**config.mk**
```make
export PLATFORM = sky130hd
export DESIGN_NAME = awvn_ctrl
export DESIGN_NICKNAME = d
export VERILOG_FILES = /design/src/design/awvn_pkg.sv /design/src/design/awvn_ctrl.sv
export SDC_FILE = /design/constraint.sdc
export NUM_CORES = 1
export LEC_CHECK = 0
export BUFFER_PORTS_ARGS = -buffer_cell sky130_fd_sc_hd__buf_2
export CAP_MARGIN = 10
export CORE_UTILIZATION = 45
export CTS_CLUSTER_DIAMETER = 60
export DETAILED_ROUTE_END_ITERATION = 12
export PLACE_DENSITY = 0.71
export SETUP_SLACK_MARGIN = 0.05
export SYNTH_ARGS = -nofsm -noshare
export SYNTH_HDL_FRONTEND = slang
export SYNTH_SLANG_ARGS = --single-unit
export TNS_END_PERCENT = 30
```
**constraint.sdc**
```tcl
create_clock -name clk -period 2.74 [get_ports clk]
set_clock_uncertainty 0.05 [all_clocks]
set_input_delay 0.411 -clock clk [delete_from_list [all_inputs] [get_ports clk]]
set_output_delay 0.411 -clock clk [all_outputs]
set_load 0.01 [all_outputs]
```
**src/design/awvn_pkg.sv**
```systemverilog
// awvn_pkg: shared constants, codes and control structs for the vertex normal block
// no dependencies; used by the interfaces, the controller, the datapath and the top level
`timescale 1ns / 1ps
`default_nettype none

package awvn_pkg;

    // store geometry
    localparam int VTX_DEPTH = 1024;
    localparam int VTX_AW    = 10;
    localparam int FACE_DEPTH = 2048;
    localparam int FACE_AW   = 11;

    // field widths
    localparam int OP_W     = 2;
    localparam int SLOT_W   = 11;
    localparam int COORD_W  = 16;
    localparam int IDX_W    = 10;
    localparam int NRM_W    = 16;
    localparam int CNT_W    = 12;
    localparam int STAT_W   = 2;
    localparam int VCNT_W   = 11;
    localparam int CFG_IDX_W = 1;
    localparam int CFG_DATA_W = 12;

    // datapath widths
    localparam int DIFF_W   = COORD_W + 1;
    localparam int MUL_W    = 32;
    localparam int PROD_W   = 2 * MUL_W;
    localparam int SUM_W    = 48;
    localparam int MAG_W    = 30;
    localparam int SSQ_W    = 62;
    localparam int LEN_W    = 31;
    localparam int DIVS_W   = LEN_W + 1;
    localparam int QSH      = 15;
    localparam int DIVD_W   = MAG_W + QSH + 1;
    localparam int Q_W      = 16;
    localparam int STEP_W   = 3;
    localparam int ITER_W   = 6;
    localparam int COMP_W   = 2;

    // iteration counts and the faces-used limit
    localparam int ROOT_STEPS = SSQ_W / 2;
    localparam int DIV_STEPS  = DIVD_W;
    localparam int CROSS_STEPS = 6;
    localparam int SQ_STEPS   = 3;
    localparam int USED_MAX   = (1 << CNT_W) - 1;

    // opcodes
    localparam logic [OP_W-1:0] OP_LOAD_VTX  = 2'd0;
    localparam logic [OP_W-1:0] OP_LOAD_FACE = 2'd1;
    localparam logic [OP_W-1:0] OP_QUERY     = 2'd2;

    // result status codes
    localparam logic [STAT_W-1:0] ST_OK    = 2'd0;
    localparam logic [STAT_W-1:0] ST_RANGE = 2'd1;
    localparam logic [STAT_W-1:0] ST_ZERO  = 2'd2;

    // configuration register indexes
    localparam logic [CFG_IDX_W-1:0] CFG_VERTEX_COUNT = 1'b0;
    localparam logic [CFG_IDX_W-1:0] CFG_FACE_COUNT   = 1'b1;

    // triangle corner select for the vertex store read
    typedef enum logic [1:0] {
        CRN_A = 2'd0,
        CRN_B = 2'd1,
        CRN_C = 2'd2
    } corner_t;

    // commands from controller to datapath
    typedef struct packed {
        logic                load_vtx;
        logic                load_face;
        logic                start;
        logic                face_next;
        logic                hit_count;
        corner_t             corner;
        logic                latch_a;
        logic                latch_u;
        logic                latch_w;
        logic                mul_en;
        logic                mul_sq;
        logic                sum_check;
        logic                norm_shift;
        logic                root_init;
        logic                root_step;
        logic                div_init;
        logic                div_step;
        logic                div_store;
        logic                out_load;
        logic [STAT_W-1:0]   status;
    } cmd_t;

    // status from datapath to controller
    typedef struct packed {
        logic out_of_range;
        logic walk_done;
        logic face_hit;
        logic sum_zero;
        logic norm_done;
        logic step_last;
        logic root_last;
        logic div_last;
        logic comp_last;
        logic out_full;
    } stat_t;

endpackage

`default_nettype wire

```
**src/design/awvn_ctrl.sv**
```systemverilog
// awvn_ctrl: sequencer for loads and normal queries
// depends on awvn_pkg; drives the datapath through cmd_t and reads stat_t
`timescale 1ns / 1ps
`default_nettype none

module awvn_ctrl (
    input  wire logic                     clk,
    input  wire logic                     rst_n,
    input  wire logic                     in_valid,
    input  wire logic [awvn_pkg::OP_W-1:0] in_opcode,
    output logic                          in_ready,
    input  awvn_pkg::stat_t               stat,
    output awvn_pkg::cmd_t                cmd
);
    import awvn_pkg::*;

    typedef enum logic [18:0] {
        S_IDLE    = 19'b0000000000000000001,
        S_CHECK   = 19'b0000000000000000010,
        S_FMATCH  = 19'b0000000000000000100,
        S_VA      = 19'b0000000000000001000,
        S_VB      = 19'b0000000000000010000,
        S_VC      = 19'b0000000000000100000,
        S_MUL     = 19'b0000000000001000000,
        S_MDRAIN  = 19'b0000000000010000000,
        S_SUMCHK  = 19'b0000000000100000000,
        S_NORM    = 19'b0000000001000000000,
        S_SQ      = 19'b0000000010000000000,
        S_SQDRAIN = 19'b0000000100000000000,
        S_RINIT   = 19'b0000001000000000000,
        S_ROOT    = 19'b0000010000000000000,
        S_DINIT   = 19'b0000100000000000000,
        S_DIV     = 19'b0001000000000000000,
        S_DSTORE  = 19'b0010000000000000000,
        S_FINISH  = 19'b0100000000000000000,
        S_SPARE   = 19'b1000000000000000000
    } state_t;

    state_t            state_reg, state_next;
    logic [STAT_W-1:0] fin_reg, fin_next;

    // state and final status registers
    always_ff @(posedge clk or negedge rst_n)
    begin
        if (!rst_n)
        begin
            state_reg <= S_IDLE;
            fin_reg   <= ST_OK;
        end
        else
        begin
            state_reg <= state_next;
            fin_reg   <= fin_next;
        end
    end

    assign in_ready = (state_reg == S_IDLE);

    // next state and commands
    always_comb
    begin
        state_next = state_reg;
        fin_next   = fin_reg;
        cmd        = '0;
        cmd.corner = CRN_A;
        cmd.status = fin_reg;
        case (state_reg)
            S_IDLE:
            begin
                if (in_valid)
                begin
                    case (in_opcode)
                        OP_LOAD_VTX:  cmd.load_vtx = 1'b1;
                        OP_LOAD_FACE: cmd.load_face = 1'b1;
                        OP_QUERY:
                        begin
                            cmd.start  = 1'b1;
                            state_next = S_CHECK;
                        end
                        default: ;
                    endcase
                end
            end
            S_CHECK:
            begin
                if (stat.out_of_range)
                begin
                    fin_next   = ST_RANGE;
                    state_next = S_FINISH;
                end
                else
                begin
                    state_next = S_FMATCH;
                end
            end
            S_FMATCH:
            begin
                if (stat.walk_done)
                begin
                    state_next = S_SUMCHK;
                end
                else if (stat.face_hit)
                begin
                    cmd.hit_count = 1'b1;
                    cmd.corner    = CRN_A;
                    state_next    = S_VA;
                end
                else
                begin
                    cmd.face_next = 1'b1;
                end
            end
            S_VA:
            begin
                cmd.latch_a = 1'b1;
                cmd.corner  = CRN_B;
                state_next  = S_VB;
            end
            S_VB:
            begin
                cmd.latch_u = 1'b1;
                cmd.corner  = CRN_C;
                state_next  = S_VC;
            end
            S_VC:
            begin
                cmd.latch_w = 1'b1;
                state_next  = S_MUL;
            end
            S_MUL:
            begin
                cmd.mul_en = 1'b1;
                if (stat.step_last)
                    state_next = S_MDRAIN;
            end
            S_MDRAIN:
            begin
                cmd.face_next = 1'b1;
                state_next    = S_FMATCH;
            end
            S_SUMCHK:
            begin
                cmd.sum_check = 1'b1;
                if (stat.sum_zero)
                begin
                    fin_next   = ST_ZERO;
                    state_next = S_FINISH;
                end
                else
                begin
                    state_next = S_NORM;
                end
            end
            S_NORM:
            begin
                if (stat.norm_done)
                    state_next = S_SQ;
                else
                    cmd.norm_shift = 1'b1;
            end
            S_SQ:
            begin
                cmd.mul_en = 1'b1;
                cmd.mul_sq = 1'b1;
                if (stat.step_last)
                    state_next = S_SQDRAIN;
            end
            S_SQDRAIN:
            begin
                state_next = S_RINIT;
            end
            S_RINIT:
            begin
                cmd.root_init = 1'b1;
                state_next    = S_ROOT;
            end
            S_ROOT:
            begin
                cmd.root_step = 1'b1;
                if (stat.root_last)
                    state_next = S_DINIT;
            end
            S_DINIT:
            begin
                cmd.div_init = 1'b1;
                state_next   = S_DIV;
            end
            S_DIV:
            begin
                cmd.div_step = 1'b1;
                if (stat.div_last)
                    state_next = S_DSTORE;
            end
            S_DSTORE:
            begin
                cmd.div_store = 1'b1;
                if (stat.comp_last)
                begin
                    fin_next   = ST_OK;
                    state_next = S_FINISH;
                end
                else
                begin
                    state_next = S_DINIT;
                end
            end
            S_FINISH:
            begin
                if (!stat.out_full)
                begin
                    cmd.out_load = 1'b1;
                    state_next   = S_IDLE;
                end
            end
            default:
            begin
                state_next = S_IDLE;
            end
        endcase
    end

endmodule

`default_nettype wire

```
# --- After elaboration in Yosys (flattened, before gate mapping) ---
# Index checks and enable logic that the tools add are counted.
op_classes:
  eq_ne: 32
  reduce_logical: 5
  n_mux: 44
op_table:
  columns: ["operator", "n"]
  rows:
  - ["19-bit one-hot mux with 18 select lines", 1]
  - ["19-bit two-way mux", 10]
  - ["18-bit two-way mux", 3]
  - ["1-bit two-way mux", 20]
  - ["2-bit inequality test (second input constant)", 10]
  - ["19-bit by 1-bit == test with 1-bit output (second input constant)", 1]
  - ["19-bit by 10-bit == test with 1-bit output (second input constant)", 1]
  - ["19-bit by 11-bit == test with 1-bit output (second input constant)", 1]
  - ["19-bit by 12-bit == test with 1-bit output (second input constant)", 1]
  - ["19-bit by 13-bit == test with 1-bit output (second input constant)", 1]
  - ["19-bit by 14-bit == test with 1-bit output (second input constant)", 1]
  - ["19-bit by 15-bit == test with 1-bit output (second input constant)", 1]
  - ["19-bit by 16-bit == test with 1-bit output (second input constant)", 1]
  - ["19-bit by 17-bit == test with 1-bit output (second input constant)", 1]
  - ["19-bit by 18-bit == test with 1-bit output (second input constant)", 1]
  - ["19-bit by 2-bit == test with 1-bit output (second input constant)", 1]
  - ["19-bit by 3-bit == test with 1-bit output (second input constant)", 1]
  - ["19-bit by 4-bit == test with 1-bit output (second input constant)", 1]
  - ["19-bit by 5-bit == test with 1-bit output (second input constant)", 1]
  - ["19-bit by 6-bit == test with 1-bit output (second input constant)", 1]
  - ["19-bit by 7-bit == test with 1-bit output (second input constant)", 1]
  - ["19-bit by 8-bit == test with 1-bit output (second input constant)", 1]
  - ["19-bit by 9-bit == test with 1-bit output (second input constant)", 1]
  - ["2-bit one-hot mux with 3 select lines", 2]
  - ["other kinds (13)", 17]
totals:
  input_bits: 15
  ff_bits: 21

# --- Logic depth before layout (Yosys ltp) ---
logic_depth:
  ltp_word: 4
  mapped_depth: 7
  ltp_nobuf: 5

# --- Worst setup path before layout ---
# OpenSTA, ideal clock, no wires.
synth_path:
  path_kind: "register to output"
  from: "reg state_reg[9]"
  to: "out cmd[16] in the netlist's numbering"
  arrival_ns: 1.985
  path_stages_with_launch: 6
  slack_ns: 0.294
  required_time_ns: 2.279
  n_path_buf: 1
  cell_sequence: "dfrtp_1 -> nor4_4 -> and4_1 -> nand2_1 -> nor4b_1 -> buf_4"
synth_lines:
  columns: ["element", "line", "text"]
  rows:
  - ["from (decl)", "awvn_ctrl.sv:39", "state_t state_reg, state_next;"]
  - ["from (signal assigned)", "awvn_ctrl.sv:52", "state_reg <= state_next;"]
  - ["to (decl)", "awvn_ctrl.sv:13", "output awvn_pkg::cmd_t cmd"]

==> reports/results.ini <==
[sta]
fin_ws_ns=0.1328
period_minus_slack_ns=2.607
fin_crit_sh_pct=95.15
grt_setup_unrepaired=yes
clock.fmax_ghz=0.3835
setup_viol=0
slew_violations=0
setup-tns-final_ns=0
timing.slew.headroom_pct=70.17
tightest_slew_ns=0.4440
hold_viol=0

[cells_and_area]
areaGrowthSynthToFinish_pct=21.62
largest_reg_flops=18
final_core_util_pct=59.22
postLayoutCellArea_um2=1675
n_fill_cell=266
drive_gt1_share_pct=36.13
diodes=0
nets=207

[logic_synthesis]
syn-num-nets=164
synth_most_common_cell=dfrtp_1
synth_common_cells=dfrtp_1, nor2_1, nor3_1
ys_ff_latch=20
synth_edf_count=0
ys.flop_type=dfrtp_1
yosysTopAreaCellShare_pct=34.51
syn_avg_cell_area_um2=9.245
ys_warn_count=0
synth_area_leaders=dfrtp_1, nor3_1, nor2_1, nor4_4, nor4_1
ys_seq_area_share_pct=36.42
syn-cell-area_um2=1378
async_reset_ff_share_pct=100.0
synth_top_cell_by_area=dfrtp_1
yosysUniqueCellTypes=46
syn_inst=149

[power_and_ir_drop]
p_total_uw=977.4
p_leak_uw=0.0008200
p_per_area_nw_per_um2=583.4
peakVddDrop_uv=355.4

[drt]
met2_length_um=1626
routedWlPerCell_um=15.99
ant_nets=0
drt-met1-wl_um=1588
drt_iter0_drc=73
dr.pass1.iters=9
vias_per_cell=6.018
via_count=1336
top_layer=met4
route.detailed.drc=2
dr_wl_met3_um=214
wl_um=3550

[floorplanning]
fp.dieW_um=57.33
core_um2=2829
initial_core_util_pct=48.70
die_y_um=57.33
num_rows=19
die_area_um2=3287
pin_count=38

[placed_design]
portBuffers=37
hpwlAfterDp_um=2757
gp_congestion=0.8555
pre_cts_slack_ns=0.2852
placed_area_um2=1593

[critical_path]
crit_type=reg2out
crit_arrival_ns=2.15
start_kind=flop
worstSetupEndpointType=primary output
worstPathRequired_ns=2.28
path_max_fanout=12

[clock_tree]
clock-sinks=20
h-tree-depth=1
cts_buffers=3
cts_tree=built
clk_path_buf_depth=2
root_buffer=clkbuf_4
clkTransAtPathRegs_ns=0.12
insertion_delay_ns=0.31

[job]
maxCapViolCount=0

[grt]
grt_max_degree=21
grt-ovfl-total=0
grt_usage_pct=24.13
antenna_found_initial=0
grt_pass1_wl_um=6092
grt_pass1_vias=1324

[run_status]
violations=design-rule violations
status=finished, violations left

[min_path]
holdCritPathClass=in2reg

report_power, final:
group          switching, uW  internal (uW)
Sequential              41.3            330
Combinational            255            199
Clock                   95.5           56.9
Total                    392            585
metal layers:
layer  global-route usage [%]  vias up
met5                        0        -
met4                    11.50        0
met2                    39.33       52
met3                    3.855       15
li1                         -      644
met1                    31.49      625
area by class of cell:
cell class | count | area (um2) | area share (%)
well taps | 31 | 38.79 | 2.315
repair buffers | 45 | 247.7 | 14.79
clock buffers | 4 | 26.28 | 1.568
inverters | 6 | 22.52 | 1.344
flip-flops and latches | 20 | 503.0 | 30.02
multi-input cells | 116 | 837.1 | 49.96
critical path: stages (launching register included):
cell,delay [ns]
dfrtp_1,0.53
nor4_1,0.38
nand4_1,0.19
or2_4,0.31
nor4b_1,0.24
buf_2,0.18
stage by stage:
stage          hold slack [ns]  cells
2_1_floorplan          0.06541    149
3_3_place_gp            0.3362    215
3_5_place_dp            0.3370    215
4_1_cts                 0.2215    220
5_1_grt                 0.2249    222
6_report                0.2285    222
final timing paths:
path                                      startpoint                         to  slack (ns)  cells past startpoint
max                         state_reg[3]$_DFFE_PN0P_                    cmd[21]        0.13                      5
min                                          stat[8]   state_reg[3]$_DFFE_PN0P_        0.23                      2
max reg2reg                state_reg[10]$_DFFE_PN0P_  state_reg[10]$_DFFE_PN0P_        0.52                      7
min reg2reg                   fin_reg[0]$_DFFE_PN0P_     fin_reg[0]$_DFFE_PN0P_        0.45                      1
max in group asynchronous                      rst_n   state_reg[0]$_DFFE_PN1P_        1.79                      2
min in group asynchronous                      rst_n   state_reg[5]$_DFFE_PN0P_        0.51                      2
cell families (layout without fill, tap and decap cells):
kind of cell | Yosys count | count (layout) | synth area share (%)
compound gates | 18 | 18 | 9.446
xor+xnor | 6 | 6 | 3.815
buf+inv | 13 | 55 | 4.994
flops | 20 | 20 | 36.42
mux | 1 | 1 | 1.090
simple gates | 91 | 91 | 44.23
placed cells by master (no fill, tap or decap), types with 2 or more instances in the layout:
master	count
buf_2	37
dfrtp_1	18
nor2_1	17
nor3_1	15
nand2_1	8
nor4_1	7
buf_4	7
nand4_1	6
inv_1	6
or4b_2	4
xor2_1	4
nor4_4	3
and3_1	3
or3_1	3
nand3_1	3
or2_2	3
clkbuf_4	3
nor3_4	2
nand2b_1	2
a21oi_1	2
nor4b_1	2
o21bai_1	2
or4_1	2
o21ai_0	2
xnor2_1	2
a31oi_1	2
a21o_1	2
repair_timing:
item,in CTS,in global routing
buffers inserted,0,2
pin swaps,0,3
setup endpoints to repair,1,8
hold endpoints to repair,10,0
resized for setup,1,5
hold buffers,1,0
No activity file was read; power rests on OpenSTA's default activity.
